### config.mk
export PLATFORM = sky130hd
export DESIGN_NAME = dlrm_queue
export DESIGN_NICKNAME = d
export VERILOG_FILES = /design/src/sv/dlrm_queue.sv
export SDC_FILE = /design/constraint.sdc
export NUM_CORES = 1
export LEC_CHECK = 0
export ABC_AREA = 1
export BUFFER_PORTS_ARGS = -buffer_cell sky130_fd_sc_hd__buf_4
export CAP_MARGIN = 10
export CELL_PAD_IN_SITES_DETAIL_PLACEMENT = 1
export CELL_PAD_IN_SITES_GLOBAL_PLACEMENT = 2
export CORE_MARGIN = 5
export CORE_UTILIZATION = 25
export DETAILED_ROUTE_END_ITERATION = 8
export PLACE_DENSITY = 0.68
export SYNTH_ARGS = -nofsm -noshare
export SYNTH_HDL_FRONTEND = slang
export SYNTH_SLANG_ARGS = --single-unit
### constraint.sdc
create_clock -name clk -period 1.47 [get_ports clk]
set_input_delay 0.2205 -clock clk [delete_from_list [all_inputs] [get_ports clk]]
set_output_delay 0.2205 -clock clk [all_outputs]
set_load 0.05 [all_outputs]
### src/sv/dlrm_queue.sv
// Two-entry queue between front and back ends.
module dlrm_queue #(
  parameter int W = 8
) (
  input  logic         clk,
  input  logic         rst_n,
  input  logic         wr_valid,
  output logic         wr_ready,
  input  logic [W-1:0] wr_data,
  output logic         rd_valid,
  input  logic         rd_ready,
  output logic [W-1:0] rd_data
);

  logic [W-1:0] mem_r [2];
  logic         wp_r, rp_r;
  logic [1:0]   cnt_r;
  logic         push, pop;

  assign wr_ready = (cnt_r != 2'd2);
  assign rd_valid = (cnt_r != 2'd0);
  assign rd_data  = mem_r[rp_r];
  assign push = wr_valid && wr_ready;
  assign pop  = rd_valid && rd_ready;

  always_ff @(posedge clk) begin
    if (push) mem_r[wp_r] <= wr_data;
  end

  always_ff @(posedge clk) begin
    if (!rst_n) begin
      wp_r <= 1'b0;
      rp_r <= 1'b0;
      cnt_r <= '0;
    end else begin
      if (push) wp_r <= ~wp_r;
      if (pop) rp_r <= ~rp_r;
      cnt_r <= cnt_r + 2'(push) - 2'(pop);
    end
  end

endmodule

==> results.md <==
* Fraction of layout instances using a drive strength above 1 at about 57%
* Pre-CTS setup slack at -0.0545 ns
* Post-DP HPWL at about 1.3 mm
* Critical path cell sequence: buf_8 > mux2_4 > buf_8
* Effective utilization at floorplan at roughly 26%
* Remaining global-route overflow at 0
* Mapped Avg Cell Area at approximately 14 um^2
* Synth Register Bits at 21
* CTS H-tree lvls at 1
* Worst slew pin tran at between 0.3 and 0.4 ns
* Worst Setup Start Kind: register
* Die footprint at between 4000 and 5000 um^2
* Post-CTS Hold Buffers at 0
* Non-Filler Instances at between 100 and 150
* Root buffer cell: clkbuf_4
* GPL Wtd Cong at around 0.72
* Synth area leaders: edfxtp_1 (55%), mux2_4 (14%), dfxtp_1 (11%)
* Overall global routing resource usage at under 10%
* Failing checks: setup timing
* Placed insts at 130
* Slowest cell delay on critical path at about 0.35 ns
* Most frequent cells in the layout: edfxtp_1 (16), buf_4 (15), mux2_4 (8)
* Max Freq at 678 MHz
* Cell taking the most area after synthesis: edfxtp_1
* Final setup viols at 3
* First-pass GRT wire length at approximately 2.8 mm
* Worst Skew at 0.00264 ns
* Crit share post-route at 100%
* Per-cell routed wire length at around 12 um
* Sequential share of the synthesized area at between 60% and 70%
* Worst EP required at 1.25 ns
* Max-slew violation count at 0
* Critical Path End Type: primary output
* Status: finished, violations left
* Synth warn at 0
* Final Routed Wirelength at about 1.6 mm
* Vias in the first global route at 628
* TritonRoute pass-1 iters at 2
* CTS clock-pin slew for the worst setup and hold paths at about 0.12 ns
* Antenna violations before repair at 0
* Die width at between 60 and 70 um
* Tmin final at 1.47 ns
* RSZ-0062 raised after global routing: true
* Residual DRC at 0
* TritonCTS buffer count at 3
* Clock Latency Late Sink at approximately 0.29 ns
* Top cell type's share of synthesized area at between 50% and 60%
* Hold WC Path Type: primary input to register
* Rel. slew slack at 78.4%
* Setup slack after layout at -0.00440 ns
* First DRT Iteration DRCs at 11
* Antenna cells at 0
* Final ANT Viol Nets at 0
* Die height at just under 70 um
* # rows at 21
* Post-Syn Instances at 61
* Core area at around 3400 um^2
* P_leak at approximately 0.0005 uW
* Longest Clk Path Bufs at 2
* Worst Path Max Fanout at 8
* Slowest-stage cell, CP: dfxtp_2
* WS Path Type: register to primary output
* Total of max-cap violations at 0
* Tightest hold margin at between 0.1 and 0.15 ns
* Final core utilization at between 30% and 40%
* Nets at 103
* Final hold violation count at 0
* CTS Sinks at 21
* Port buffer count at 21
* Vias per inst at 4.07
* I/O Pins at 22
* Critical path arrival at about 1.3 ns
* Worst vdd ir at between 1 and 1.5 mV
* Most Frequent Cell on Critical Path: buf_8
* Syn_nets at 75
* Distinct cell type count after synthesis at 14
* Commonest non-fill, non-tap cell in the layout: edfxtp_1
* Via count at between 500 and 600
* CTS tree: done
* Synthesized cell area at roughly 870 um^2
* Area growth from synthesis to layout at 40.6%
* Post-CTS Setup Bufs at 0
* P per Cell Area at around 1900 nW/um^2
* Pin count of the biggest net entering global routing at 12
[sequential cells by signal, summed over array words and instances (netlist names), named ones only]
register  flops
cnt_r         2
mem_r        16
rp_r          1
wp_r          1
[per-layer routing]
layer  part of all wire, %  up-vias  routed length, um  GRT usage (%)
li1                      -      263                  -              -
met1                    44      263                712           8.18
met2                    49       17                794           12.3
met3                   6.1        2                 99           3.05
met4                  0.31        0                  5           1.95
met5                     0        -                  0              0
[power breakdown]
group / leakage [uW] / internal [uW] / switching (uW)
clock network: 0.0000150 / 105 / 170
registers: 0.000192 / 779 / 87.0
logic: 0.000293 / 473 / 684
[logic make-up after synthesis]
logic type      count (synthesis)  synth area share (%)
flops                          21                  66.6
fa+ha+maj                       2                  2.87
mux                             8                  13.8
buf+inv                         8                  4.30
compound gates                  2                  1.15
simple gates                   20                  11.3
[per-stage QoR]
stage | total power (uW) | setup TNS (ns) | instance area (um^2)
floorplan | 1610 | 0 | 887
global placement | 1870 | 0 | 1110
detailed placement | 1900 | -0.0545 | 1110
CTS | 2320 | -0.174 | 1210
global route | 2430 | -0.463 | 1230
finish | 2300 | -0.0113 | 1230
[path summary, 6_finish.rpt]
path	startpoint	end	slack, ns	depth (start not counted)
max	register	rd_data[4]	-0.004	3
min	wr_data[0]	mem_r[1][0]	0.10	1
max reg2reg	cnt_r[0]	cnt_r[1]	0.05	10
min reg2reg	rp_r	register	0.54	2
[synthesized netlist by cell type, drive strengths merged]
| cell | instances |
|---|---|
| a21oi | 2 |
| edfxtp | 16 |
| dfxtp | 5 |
| nand3 | 3 |
| ha | 2 |
| nor2 | 8 |
| nand2 | 9 |
| inv | 7 |
| buf | 1 |
| mux2 | 8 |
[timing repair]
item | in CTS | in global routing
hold endpoints to repair | 0 | 0
gates resized for setup | 20 | 4
setup endpoints to repair | 9 | 9
pin swaps | 1 | 2
[cell type report]
cell class                      instances  area [um^2]
Fill cell                             386         2140
Sequential cell                        21          589
Multi-Input combinational cell         32          303
Timing Repair Buffer                   24          221
Tap cell                               46         57.6
Inverter                                7         28.8
Clock buffer                            4         26.3
[worst max-delay path, delay by kind of cell, from the launching register on]
| family | cells | cell delay (ns) |
|---|---|---|
| DFF | 1 | 0.35 |
| muxes | 1 | 0.31 |
| buffers and inverters | 2 | 0.29 |
No activity file was read; power rests on OpenSTA's default activity.
