### src/sv/dlrm_pkg.sv
// Shared types and constants for the dense layer MAC block.
package dlrm_pkg;

  localparam int MAX_INPUTS  = 16;
  localparam int MAX_OUTPUTS = 16;
  localparam int DATA_W = 16;
  localparam int FRAC_BITS = 8;
  localparam int CFG_W = 5;
  localparam int CFG_IDX_W = 2;

  // Input actions
  typedef enum logic [1:0] {
    ACT_WEIGHT = 2'd0,
    ACT_BIAS   = 2'd1,
    ACT_INPUT  = 2'd2,
    ACT_RUN    = 2'd3
  } action_t;

  // Configuration register indexes
  localparam logic [CFG_IDX_W-1:0] REG_INPUTS  = 2'd0;
  localparam logic [CFG_IDX_W-1:0] REG_OUTPUTS = 2'd1;
  localparam logic [CFG_IDX_W-1:0] REG_ACT     = 2'd2;

  typedef struct packed {
    logic [1:0]              action;
    logic [7:0]              index;
    logic signed [DATA_W-1:0] value;
  } in_item_t;

  typedef struct packed {
    logic [3:0]              out_index;
    logic signed [DATA_W-1:0] out_value;
    logic                    last;
  } out_item_t;

endpackage

### src/sv/dlrm_front.sv
// Front end: accepts items, decodes store addresses and run requests.
module dlrm_front
  import dlrm_pkg::*;
#(
  parameter int NI_W = 5,
  parameter int NO_W = 5
) (
  input  logic            clk,
  input  logic            rst_n,
  input  logic            in_valid,
  output logic            in_ready,
  input  in_item_t        in_data,
  input  logic [NI_W-1:0] ni,
  input  logic [NO_W-1:0] no,
  // decoded command to queue
  output logic            cmd_valid,
  input  logic            cmd_ready,
  output logic [1:0]      cmd_action,
  output logic            cmd_write,
  output logic [7:0]      cmd_row,
  output logic [7:0]      cmd_col,
  output logic signed [15:0] cmd_value
);

  // Divider state: index / ni by repeated subtraction, one step per cycle
  typedef enum logic [1:0] {S_IDLE, S_DIV, S_OUT} st_t;
  st_t st_r;
  in_item_t item_r;
  logic [7:0] rem_r, quo_r;
  logic [8:0] rem_ext;

  assign rem_ext = {1'b0, rem_r};
  assign in_ready = (st_r == S_IDLE);

  always_ff @(posedge clk) begin
    if (!rst_n) begin
      st_r <= S_IDLE;
    end else begin
      unique case (st_r)
        S_IDLE: if (in_valid) begin
          item_r <= in_data;
          rem_r  <= in_data.index;
          quo_r  <= '0;
          st_r   <= (in_data.action == ACT_WEIGHT) ? S_DIV : S_OUT;
        end
        S_DIV: begin
          if (rem_ext >= 9'(ni)) begin
            rem_r <= rem_r - 8'(ni);
            quo_r <= quo_r + 8'd1;
          end else begin
            st_r <= S_OUT;
          end
        end
        S_OUT: if (cmd_ready) st_r <= S_IDLE;
        default: st_r <= S_IDLE;
      endcase
    end
  end

  // Classify the item and range check its index
  always_comb begin
    cmd_valid  = (st_r == S_OUT);
    cmd_action = item_r.action;
    cmd_value  = item_r.value;
    cmd_row    = '0;
    cmd_col    = '0;
    cmd_write  = 1'b0;
    case (item_r.action)
      ACT_WEIGHT: begin
        cmd_col   = rem_r;
        cmd_row   = (no == NO_W'(1)) ? 8'd0 : quo_r;
        cmd_write = ({1'b0, cmd_row} < 9'(no));
      end
      ACT_BIAS: begin
        cmd_row   = item_r.index;
        cmd_write = ({1'b0, item_r.index} < 9'(no));
      end
      ACT_INPUT: begin
        cmd_col   = item_r.index;
        cmd_write = ({1'b0, item_r.index} < 9'(ni));
      end
      default: cmd_write = 1'b0;
    endcase
  end

endmodule

### config.mk
export PLATFORM = sky130hd
export DESIGN_NAME = dlrm_front
export DESIGN_NICKNAME = d
export VERILOG_FILES = /design/src/sv/dlrm_pkg.sv /design/src/sv/dlrm_front.sv
export SDC_FILE = /design/constraint.sdc
export NUM_CORES = 1
export LEC_CHECK = 0
export BUFFER_PORTS_ARGS = -buffer_cell sky130_fd_sc_hd__buf_2
export CORE_ASPECT_RATIO = 1.75
export CORE_MARGIN = 2
export CORE_UTILIZATION = 47
export CTS_BUF_LIST = sky130_fd_sc_hd__clkbuf_16
export CTS_CLUSTER_SIZE = 12
export DETAILED_ROUTE_END_ITERATION = 7
export MAX_ROUTING_LAYER = met4
export PLACE_DENSITY = 0.77
export RECOVER_POWER = 25
export SYNTH_ARGS = -nofsm -noshare
export SYNTH_HDL_FRONTEND = slang
export SYNTH_SLANG_ARGS = --single-unit
export TNS_END_PERCENT = 10
### constraint.sdc
create_clock -name clk -period 3.35 [get_ports clk]
set_input_delay 0.335 -clock clk [delete_from_list [all_inputs] [get_ports clk]]
set_output_delay 0.335 -clock clk [all_outputs]
set_load 0.03 [all_outputs]
==> impl_metrics.py, run 1 <==
metrics = {
    "worst_setup_path": {
        "cp_data_required_time_ns": 3.01,
        "reg2reg_depth": 8,
        "start_kind": "primary input",
        "worst-setup-path-type": "in2out",
        "critPathMaxFanout": 4,
        "cp.arrival_ns": 2.37,
        "worstSetupEndpointType": "output port",
    },
    "timing": {
        "whs_ns": 0.2214,
        "finalHoldViolations": 0,
        "relSlewSlack": 0.5605,
        "skew_ns": 0.002242,
        "fin_crit_sh": 0.8073,
        "worst_pin_slew_ns": 0.6592,
        "setup_viol": 0,
        "rsz0062_at_grt": "no",
        "max_clock_freq_mhz": 369.8,
        "drv_slew": 0,
        "period_needed_ns": 2.704,
    },
    "finish": {
        "drive_gt1_frac": 0.2929,
        "area_delta_synth_final_pct": 19.67,
        "fin_nets": 355,
        "antenna_cells": 0,
        "nFillCells": 499,
        "ff_latch_area_mm2": 0.001301,
        "multi_input_area_mm2": 0.001127,
        "finalNonFillerCells": 373,
    },
    "drt": {
        "num_vias": 1966,
        "drc_errors": 0,
        "vias_per_cell": 5.271,
        "drt-pass1-iter-count": 4,
        "drt_iter0_drc": 94,
        "wire_per_inst_um": 15.11,
        "final_antenna_net_count": 0,
        "wl_um": 5637,
    },
    "synthesis": {
        "synth_largest_area_cell": "edfxtp_1",
        "avgSynthCellArea_um2": 11.15,
        "yosys_warnings": 0,
        "synthTopCellsByArea": "edfxtp_1 (48%), ha_1 (8.6%), buf_4 (5.2%)",
        "yosysTopAreaCellShare": 0.4811,
        "synth_nets": 294,
        "synth-seq-area-share": 0.4964,
        "netlist_instances": 235,
        "ys_ff_latch": 44,
        "synthDistinctLibCells": 42,
        "synthesis.area_mm2": 0.002621,
    },
    "power_and_ir_drop": {
        "power_density_mw_per_mm2": 484.5,
        "leakagePower_nw": 1.345,
        "ir_drop_uv": 348.3,
    },
    "global_route": {
        "grt_overflow": 0,
        "grt_util_met3": 0.02384,
        "gr-usage-met1": 0.2206,
        "grt_util_met2": 0.3344,
        "grt_pass1_vias": 1886,
        "grt_usage": 0.1935,
        "grt_start_max_net_pins": 27,
        "grt_pass1_wl_um": 8687,
        "antenna_found_initial": 0,
        "top_usage_layer": "met2",
    },
    "cts": {
        "cts_tree": "done",
        "clkTransAtPathRegs_ns": 0.06,
        "clkLatencyLatePin_ns": 0.28,
        "cts.sinks": 44,
        "root_buffer": "clkbuf_16",
        "cts_resized": 0,
        "clk_path_buf_depth": 2,
        "cts_made_buffers": 5,
        "post_cts_buffers": 0,
        "hold_buffers": 0,
        "ctsHtreeMaxLevel": 2,
    },
    "status": {
        "status": "completed",
    },
    "floorplanning": {
        "start_util": 0.4770,
        "io_pins": 77,
        "fp-row-count": 36,
        "die_h_um": 102.8,
        "dieArea_mm2": 0.006214,
        "die_w_um": 60.46,
        "core_area_mm2": 0.005495,
    },
    "job": {
        "cap_viol_max_count": 0,
    },
    "placed_design": {
        "place_inst": 365,
        "port_buffers": 76,
        "dp_hpwl_um": 4290,
        "gp_congestion": 0.8751,
    },
    "min_path": {
        "min-delay-path-class": "in2reg",
        "hold-path-cell-count": 1,
    },
}
## per-stage QoR
step	worst slack, ns	TNS [ns]	area [um2]	power (W)	util
global route	0.4397	0	3137	0.001582	0.5708
CTS	0.6512	0	3147	0.001528	0.5726
floorplan	-0.1902	-4.944	2628	0.0008886	-
finish	0.6455	0	3137	0.001520	0.5708
global placement	0.7409	0	2975	0.0009615	0.5414
detailed placement	0.6569	0	2975	0.0009697	0.5414
## cell type report
cell class | count | area share
sequential | 44 | 0.4148
tap | 76 | 0.03032
inverter | 13 | 0.01556
clock inverter | 3 | 0.01476
multi-input combinational | 153 | 0.3594
clock buffer | 5 | 0.03989
timing repair buffer | 79 | 0.1252
## flip-flops by register name, summed over array words and instances (netlist names)
signal,flops
rem_r,8
cmd_action,2
cmd_value,16
st_r,2
item_r,8
quo_r,8
## logic make-up after synthesis
kind of cell               count (synthesis)  synth area share
and+or+nand+nor                           76            0.1561
adders and majority gates                 19           0.09356
muxes                                      9           0.03485
buffers and inverters                     38           0.08162
AOI/OAI and AO/OA                         42            0.1141
DFF                                       44            0.4964
xor gates and xnor gates                   7           0.02339
## path summary, 6_finish.rpt
| path | startpoint | to | slack, ns |
|---|---|---|---|
| max | no[2] | cmd_write | 0.65 |
| min | in_data[14] | cmd_value[14] | 0.22 |
| max reg2reg | rem_r[0] | quo_r[4] | 0.90 |
| min reg2reg | quo_r[7] | quo_r[7] | 0.67 |
## cells in the final DEF (no fill, tap or decap), drive strengths merged, types with 2 or more instances in the layout
master and count:
nand2b 2, nor3b 2, clkbuf 13, o21ai 9, edfxtp 42, nor4 3
or4 3, and3 3, a211oi 3, nand2 12, inv 14, o21a 3
and2 5, buf 71, a21oi 5, ha 18, xor2 5, xnor2 2
a31oi 5, nor2b 7, nand3 7, mux2i 8, nor3 4, dfxtp 2
nor2 23, o31ai 4, or3 2, a22o 8
## synth_stat cells
| cell | number |
|---|---|
| edfxtp_1 | 42 |
| nor2_1 | 23 |
| buf_4 | 18 |
| ha_1 | 18 |
| inv_1 | 13 |
| nand2_1 | 12 |
| o21ai_0 | 9 |
| a22o_1 | 8 |
| mux2i_1 | 8 |
| nand3_1 | 7 |
| nor2b_1 | 6 |
| a21oi_1 | 5 |
| a31oi_1 | 5 |
| and2_1 | 5 |
| xor2_1 | 5 |
| clkbuf_1 | 4 |
| nor3_1 | 4 |
| o31ai_1 | 4 |
| and3_1 | 3 |
| buf_2 | 3 |
| o21a_1 | 3 |
| or4_1 | 3 |
| a211oi_1 | 2 |
| dfxtp_1 | 2 |
| nand2b_1 | 2 |
| nor3b_1 | 2 |
| nor4_2 | 2 |
| or3_1 | 2 |
| xnor2_1 | 2 |
| a211oi_2 | 1 |
| a21o_1 | 1 |
| fa_1 | 1 |
| mux2_2 | 1 |
| nand4b_1 | 1 |
| nor2b_4 | 1 |
| nor4_1 | 1 |
| nor4b_1 | 1 |
| nor4bb_1 | 1 |
| o2111a_2 | 1 |
| o221ai_1 | 1 |
| o311a_1 | 1 |
| o31a_1 | 1 |
## power breakdown
| part | switching, W | leakage (nW) | internal (W) |
|---|---|---|---|
| sequential | 0.0000351 | 0.409 | 0.000647 |
| combinational | 0.000169 | 0.855 | 0.000107 |
| clock | 0.000207 | 0.0804 | 0.000354 |
| total | 0.000411 | 1.35 | 0.00111 |
## metal layers
metal / routed length, um / vias to the layer above
met1: 2166 / 926
met3: 188 / 11
met2: 3154 / 58
met4: 127 / 0
met5: 0 / -
li1: - / 971
## worst max-delay path, cell delays in order
cell and delay [ns]:
buf_2 0.11, nor4_2 0.44, nand2_1 0.17, and2_1 0.19, ha_1 0.29, nand2_1 0.06, o221ai_1 0.15, a211oi_1 0.10
or3_1 0.34, buf_2 0.18
No activity file was read; power rests on OpenSTA's default activity.
==> run 2, diff against run 1 <==
--- a/config.mk
+++ b/config.mk
@@ -5,6 +5,7 @@
 export SDC_FILE = /design/constraint.sdc
 export NUM_CORES = 1
 export LEC_CHECK = 0
+export ABC_AREA = 1
 export BUFFER_PORTS_ARGS = -buffer_cell sky130_fd_sc_hd__buf_2
 export CORE_ASPECT_RATIO = 1.75
 export CORE_MARGIN = 2
@@ -13,7 +14,7 @@
 export CTS_CLUSTER_SIZE = 12
 export DETAILED_ROUTE_END_ITERATION = 7
 export MAX_ROUTING_LAYER = met4
-export PLACE_DENSITY = 0.77
+export PLACE_DENSITY = 0.76
 export RECOVER_POWER = 25
 export SYNTH_ARGS = -nofsm -noshare
 export SYNTH_HDL_FRONTEND = slang
==> constraint.sdc (replaced) <==
create_clock -name clk -period 2.3 [get_ports clk]
set_input_delay 0.23 -clock clk [delete_from_list [all_inputs] [get_ports clk]]
set_output_delay 0.23 -clock clk [all_outputs]
set_load 0.03 [all_outputs]
==> impl_metrics.py, run 2 <==
metrics = {
    "worst_setup_path": {
        "cpLargestDelayFamily": "adder cells",
        "path_depth": 9,
        "worst-setup-path-type": "reg2reg",
        "worstSetupEndpointType": "flop",
        "r2r-start": "rem_r[0]",
        "path_cells": "inv_1 > ha_1 > fa_1 > o21ai_2 > nand2_1 > nand3_2 > nand2_2 > a21oi_2 > buf_12",
        "critPathSlowestCell": "fa_1",
        "cp_num_buf_inv": 2,
        "reg2reg_slack_ns": 0.20,
        "cpPeakStageDelay_ns": 0.42,
        "r2r_end": "quo_r[2]",
        "start_kind": "flop",
        "cp_data_required_time_ns": 2.30,
        "crit_path_start": "rem_r[0]",
        "reg2reg_depth": 9,
        "critPathMaxFanout": 16,
        "cp.arrival_ns": 2.10,
    },
    "timing": {
        "fin_crit_sh": 0.9142,
        "max_clock_freq_mhz": 475.6,
        "finalSetupTns_ns": 0,
        "whs_ns": 0.1191,
        "rsz0062_at_grt": "no",
        "period_needed_ns": 2.103,
        "setup_viol": 0,
        "skew_ns": 0.005588,
        "relSlewSlack": 0.7272,
        "drv_slew": 0,
        "finalHoldViolations": 0,
        "worst_pin_slew_ns": 0.4061,
    },
    "cts": {
        "cts.sinks": 44,
        "root_buffer": "clkbuf_16",
        "post_cts_buffers": 0,
        "clkTransAtPathRegs_ns": 0.06,
        "cts_tree": "done",
        "cts_resized": 0,
        "clk_path_buf_depth": 2,
        "cts_made_buffers": 5,
        "ctsHtreeMaxLevel": 2,
        "hold_buffers": 0,
        "clkLatencyLatePin_ns": 0.29,
    },
    "global_route": {
        "grt_overflow": 0,
        "antenna_found_initial": 0,
        "grt_usage": 0.2142,
        "grt_pass1_wl_um": 9763,
        "grt_start_max_net_pins": 23,
        "grt_pass1_vias": 2290,
    },
    "power_and_ir_drop": {
        "power_density_mw_per_mm2": 707.9,
        "leakagePower_nw": 1.472,
        "ir_drop_uv": 680.7,
    },
    "drt": {
        "vias_per_cell": 5.106,
        "drt_iter0_drc": 91,
        "wl_um": 6056,
        "wire_per_inst_um": 13.99,
        "drt-pass1-iter-count": 4,
        "final_antenna_net_count": 0,
        "num_vias": 2211,
        "drc_errors": 0,
    },
    "synthesis": {
        "synth_nets": 350,
        "synth_edf_count": 42,
        "yosysTopAreaCellShare": 0.4735,
        "synthesis.area_mm2": 0.002664,
        "yosys_most_used_dff": "edfxtp_1",
        "netlist_instances": 291,
        "synthArstFlopShare": 0,
        "synthDistinctLibCells": 29,
        "avgSynthCellArea_um2": 9.154,
        "ys_ff_latch": 44,
        "yosys_warnings": 0,
        "synth_largest_area_cell": "edfxtp_1",
        "synth-seq-area-share": 0.4885,
        "synthTopCellsByArea": "edfxtp_1 (47%), ha_1 (8.5%), nand2_1 (8.2%)",
        "yosysMostFrequentCell": "nand2_1",
        "synth_common_cells": "nand2_1 (58), inv_1 (45), edfxtp_1 (42), nor2_1 (28), buf_4 (19)",
    },
    "floorplanning": {
        "start_util": 0.4808,
        "die_h_um": 103.6,
        "io_pins": 77,
        "core_area_mm2": 0.005540,
        "die_w_um": 60.91,
        "dieArea_mm2": 0.006310,
        "fp-row-count": 36,
    },
    "finish": {
        "final_area_mm2": 0.003174,
        "fin_nets": 415,
        "area_delta_synth_final_pct": 19.16,
        "layout_common_cells": "buf_2 (66), nand2_1 (58), inv_1 (45)",
        "antenna_cells": 0,
        "largest_reg_flops": 16,
        "nFillCells": 497,
        "drive_gt1_frac": 0.2689,
        "layout_commonest_cell": "buf_2",
    },
    "status": {
        "status": "completed",
    },
    "placed_design": {
        "gp_congestion": 0.8463,
        "placed_area_mm2": 0.003019,
        "port_buffers": 76,
        "dp_hpwl_um": 4844,
    },
    "min_path": {
        "hp-start": "in_data[9]",
        "holdPathEnd": "cmd_value[9]",
        "min-delay-path-class": "in2reg",
        "hold-path-cell-count": 1,
    },
    "job": {
        "cap_viol_max_count": 0,
    },
}
==> run 2: how the worst max path moves through the flow <==
stage	to
2_1_floorplan	cmd_action[0]
3_3_place_gp	rem_r[7]
3_5_place_dp	quo_r[5]
4_1_cts	rem_r[3]
5_1_grt	quo_r[2]
6_report	quo_r[2]
==> run 2: logic make-up after synthesis <==
group | Yosys count | synth area share
DFF | 44 | 0.4885
and+or+nand+nor | 115 | 0.1959
adders and majority gates | 19 | 0.09206
AOI/OAI and AO/OA | 45 | 0.09629
buffers and inverters | 68 | 0.1273
==> run 2: per-stage QoR <==
step                std cells  setup slack (ns)  utilization  power (W)
floorplan                 291           -0.2305            -   0.001332
global placement          425            0.2650       0.5449   0.001457
detailed placement        425            0.2276       0.5449   0.001471
CTS                       433            0.1866       0.5752   0.002261
global route              433           0.05839       0.5729   0.002349
finish                    433            0.1974       0.5729   0.002247
==> run 2: area by class of cell <==
| type | count | area, um2 | area share |
|---|---|---|---|
| Sequential cell | 44 | 1301 | 0.4099 |
| Multi-Input combinational cell | 179 | 1030 | 0.3244 |
| Timing Repair Buffer | 78 | 395.4 | 0.1246 |
| Inverter | 48 | 185.2 | 0.05834 |
| Clock buffer | 5 | 125.1 | 0.03942 |
| Tap cell | 76 | 95.09 | 0.02996 |
| Clock inverter | 3 | 42.54 | 0.01340 |
==> run 2: metal layers <==
layer  vias to the layer above  wire length (um)  global-route usage
met4                         0               280              0.1304
met5                         -                 0                   -
met3                        22               284             0.03870
met2                        75              3407              0.3840
li1                       1089                 -                   -
met1                      1025              2084              0.1922
==> run 2: worst register-to-register path, delay by kind of cell, from the launching register on <==
| family | cells | cell delay (ns) |
|---|---|---|
| AOI/OAI and AO/OA | 2 | 0.41 |
| adders and majority gates | 2 | 0.62 |
| buffers and inverters | 2 | 0.23 |
| DFF | 1 | 0.32 |
| and+or+nand+nor | 3 | 0.24 |
==> run 2: where the power goes <==
group / switching [W] / total, W / leakage (nW) / internal (W)
clock network: 0.000283 / 0.000792 / 0.0798 / 0.000509
logic: 0.000321 / 0.000475 / 0.982 / 0.000154
registers: 0.0000322 / 0.000981 / 0.410 / 0.000948
==> run 3, diff against run 2 <==
==> constraint.sdc (replaced) <==
create_clock -name clk -period 2.3 [get_ports clk]
set_input_delay 0.46 -clock clk [delete_from_list [all_inputs] [get_ports clk]]
set_output_delay 0.46 -clock clk [all_outputs]
set_load 0.03 [all_outputs]
==> impl_metrics.py, run 3 (same netlist as run 2, synthesis figures left out) <==
metrics = {
    "finish": {
        "layout_common_cells": "buf_2 (72), nand2_1 (57), inv_1 (44)",
        "fin_nets": 424,
        "antenna_cells": 0,
        "drive_gt1_frac": 0.3251,
        "nFillCells": 504,
        "largest_reg_flops": 16,
        "fin_util": 0.5973,
        "area_delta_synth_final_pct": 24.24,
        "layout_commonest_cell": "buf_2",
    },
    "worst_setup_path": {
        "worstSetupEndpointType": "output port",
        "start_kind": "primary input",
        "reg2reg_slack_ns": 0.24,
        "cpPeakStageDelay_ns": 0.26,
        "path_depth": 15,
        "cp_num_buf_inv": 5,
        "worst-setup-path-type": "in2out",
        "critPathMaxFanout": 5,
        "cp_data_required_time_ns": 1.84,
        "critPathSlowestCell": "ha_1",
        "path_cells": "buf_6 > inv_4 > nor2_4 > nand3_4 > clkinv_4 > nor2_1 > ha_1 > nand2_1 > inv_1 > nand2_1 > nand2_1 > nand2_1 > nand2_1 > nand2_1 > buf_6",
        "reg2reg_depth": 9,
        "r2r_end": "rem_r[1]",
        "r2r-start": "rem_r[0]",
        "cpLargestDelayFamily": "simple AND/OR/NAND/NOR gates",
        "crit_top_cell": "nand2_1",
        "cp.arrival_ns": 1.73,
    },
    "placed_design": {
        "dp_hpwl_um": 4973,
        "port_buffers": 76,
        "gp_congestion": 0.9922,
    },
    "power_and_ir_drop": {
        "combPwrFrac": 0.236,
        "ir_drop_uv": 596.7,
        "clkPwrFrac": 0.312,
        "netSwitchingFraction": 0.2980,
        "p_int_w": 0.001520,
        "pwr-share-seq": 0.452,
        "p_switching_w": 0.0006454,
        "leakagePower_nw": 1.538,
        "p_total_w": 0.002166,
        "power_density_mw_per_mm2": 654.4,
    },
    "drt": {
        "wl_met2_um": 3465,
        "wire_per_inst_um": 13.94,
        "wl_met1_um": 2176,
        "drt_iter0_drc": 121,
        "wl_um": 6161,
        "highest_layer": "met4",
        "drc_errors": 0,
        "num_vias": 2243,
        "final_antenna_net_count": 0,
        "drt-pass1-iter-count": 4,
        "vias_per_cell": 5.075,
        "met3_length_um": 249,
    },
    "min_path": {
        "min-delay-path-class": "in2reg",
        "holdPathEnd": "cmd_value[14]",
        "hold-path-cell-count": 1,
        "hp-start": "in_data[14]",
    },
    "cts": {
        "cts.sinks": 44,
        "clkLatencyLatePin_ns": 0.29,
        "root_buffer": "clkbuf_16",
        "cts_made_buffers": 5,
        "ctsHtreeMaxLevel": 2,
        "clk_path_buf_depth": 2,
        "hold_buffers": 0,
        "clkTransAtPathRegs_ns": 0.06,
        "cts_tree": "done",
    },
    "timing": {
        "skew_ns": 0.008512,
        "setup_viol": 0,
        "period_needed_ns": 2.187,
        "finalHoldViolations": 0,
        "fin_crit_sh": 0.9507,
        "relSlewSlack": 0.7145,
        "drv_slew": 0,
        "max_clock_freq_mhz": 457.3,
        "worst_pin_slew_ns": 0.4272,
        "whs_ns": 0.3510,
    },
    "global_route": {
        "grt_usage": 0.2200,
        "grt_start_max_net_pins": 23,
        "grt_pass1_wl_um": 10060,
        "grt_overflow": 0,
        "antenna_found_initial": 0,
        "grt_pass1_vias": 2363,
    },
    "floorplanning": {
        "dieArea_mm2": 0.006310,
        "die_h_um": 103.6,
        "fp-row-count": 36,
        "die_w_um": 60.91,
        "io_pins": 77,
        "core_area_mm2": 0.005540,
        "start_util": 0.4808,
    },
    "job": {
        "cap_viol_max_count": 0,
    },
    "status": {
        "status": "completed",
    },
}
[run 3: cell types whose count changed in the layout (fill, tap and decap cells not counted), sizes merged]
cell      change
buf          +17
bufinv        -1
clkbuf        -8
clkinv        +2
clkinvlp      -1
[run 3: per-layer routing]
metal  up-vias  global-route usage
met5         -                   -
met4         0              0.1196
met3        20             0.03246
met2        74              0.3810
met1      1043              0.2243
li1       1106                   -
[run 3: area by class of cell]
type,instances,area (um2),area share
Clock buffer,5,125.1,0.03781
Clock inverter,3,13.76,0.004159
Inverter,48,187.7,0.05671
Multi-Input combinational cell,179,1101,0.3327
Sequential cell,44,1301,0.3932
Tap cell,76,95.09,0.02873
Timing Repair Buffer,87,485.5,0.1467
[run 3: repair_timing]
action,in CTS,in global routing
buffers inserted,0,2
setup endpoints to repair,0,1
resized for setup,0,19
[run 3: worst register-to-register path, cell delays in order, from the launching register on]
cell and delay [ns]:
edfxtp_1 0.33, inv_1 0.06, ha_1 0.21, fa_1 0.42, o21ai_2 0.18, nand2_1 0.08, nand3_2 0.07, nand2_2 0.07
a21oi_4 0.17, buf_12 0.17
[run 3: worst max path at each step]
stage | from | end | slack, ns
detailed placement | ni[0] | quo_r[7] | -0.02
finish | no[0] | cmd_write | 0.11
global route | no[0] | cmd_write | -0.02
global placement | ni[0] | quo_r[5] | 0.03
floorplan | ni[0] | quo_r[0] | 0.14
CTS | no[0] | cmd_write | 0.03
[run 3: power groups by stage]
stage | Combinational, W | Clock [W] | Sequential, W
global route | 0.000566 | 0.000714 | 0.000986
CTS | 0.000493 | 0.000684 | 0.000979
finish | 0.000512 | 0.000675 | 0.000979
detailed placement | 0.000490 | 0 | 0.000996
global placement | 0.000478 | 0 | 0.000993
floorplan | 0.000347 | 0 | 0.000989
[run 3: metrics by stage]
| step | setup TNS, ns | setup WS [ns] | cell area [um2] | std cells |
|---|---|---|---|---|
| 2_1_floorplan | 0 | 0.1354 | 2678 | 291 |
| 3_3_place_gp | 0 | 0.03265 | 3079 | 432 |
| 3_5_place_dp | -0.2211 | -0.01525 | 3079 | 432 |
| 4_1_cts | 0 | 0.02912 | 3218 | 440 |
| 5_1_grt | -0.01656 | -0.01656 | 3309 | 442 |
| 6_report | 0 | 0.1134 | 3309 | 442 |
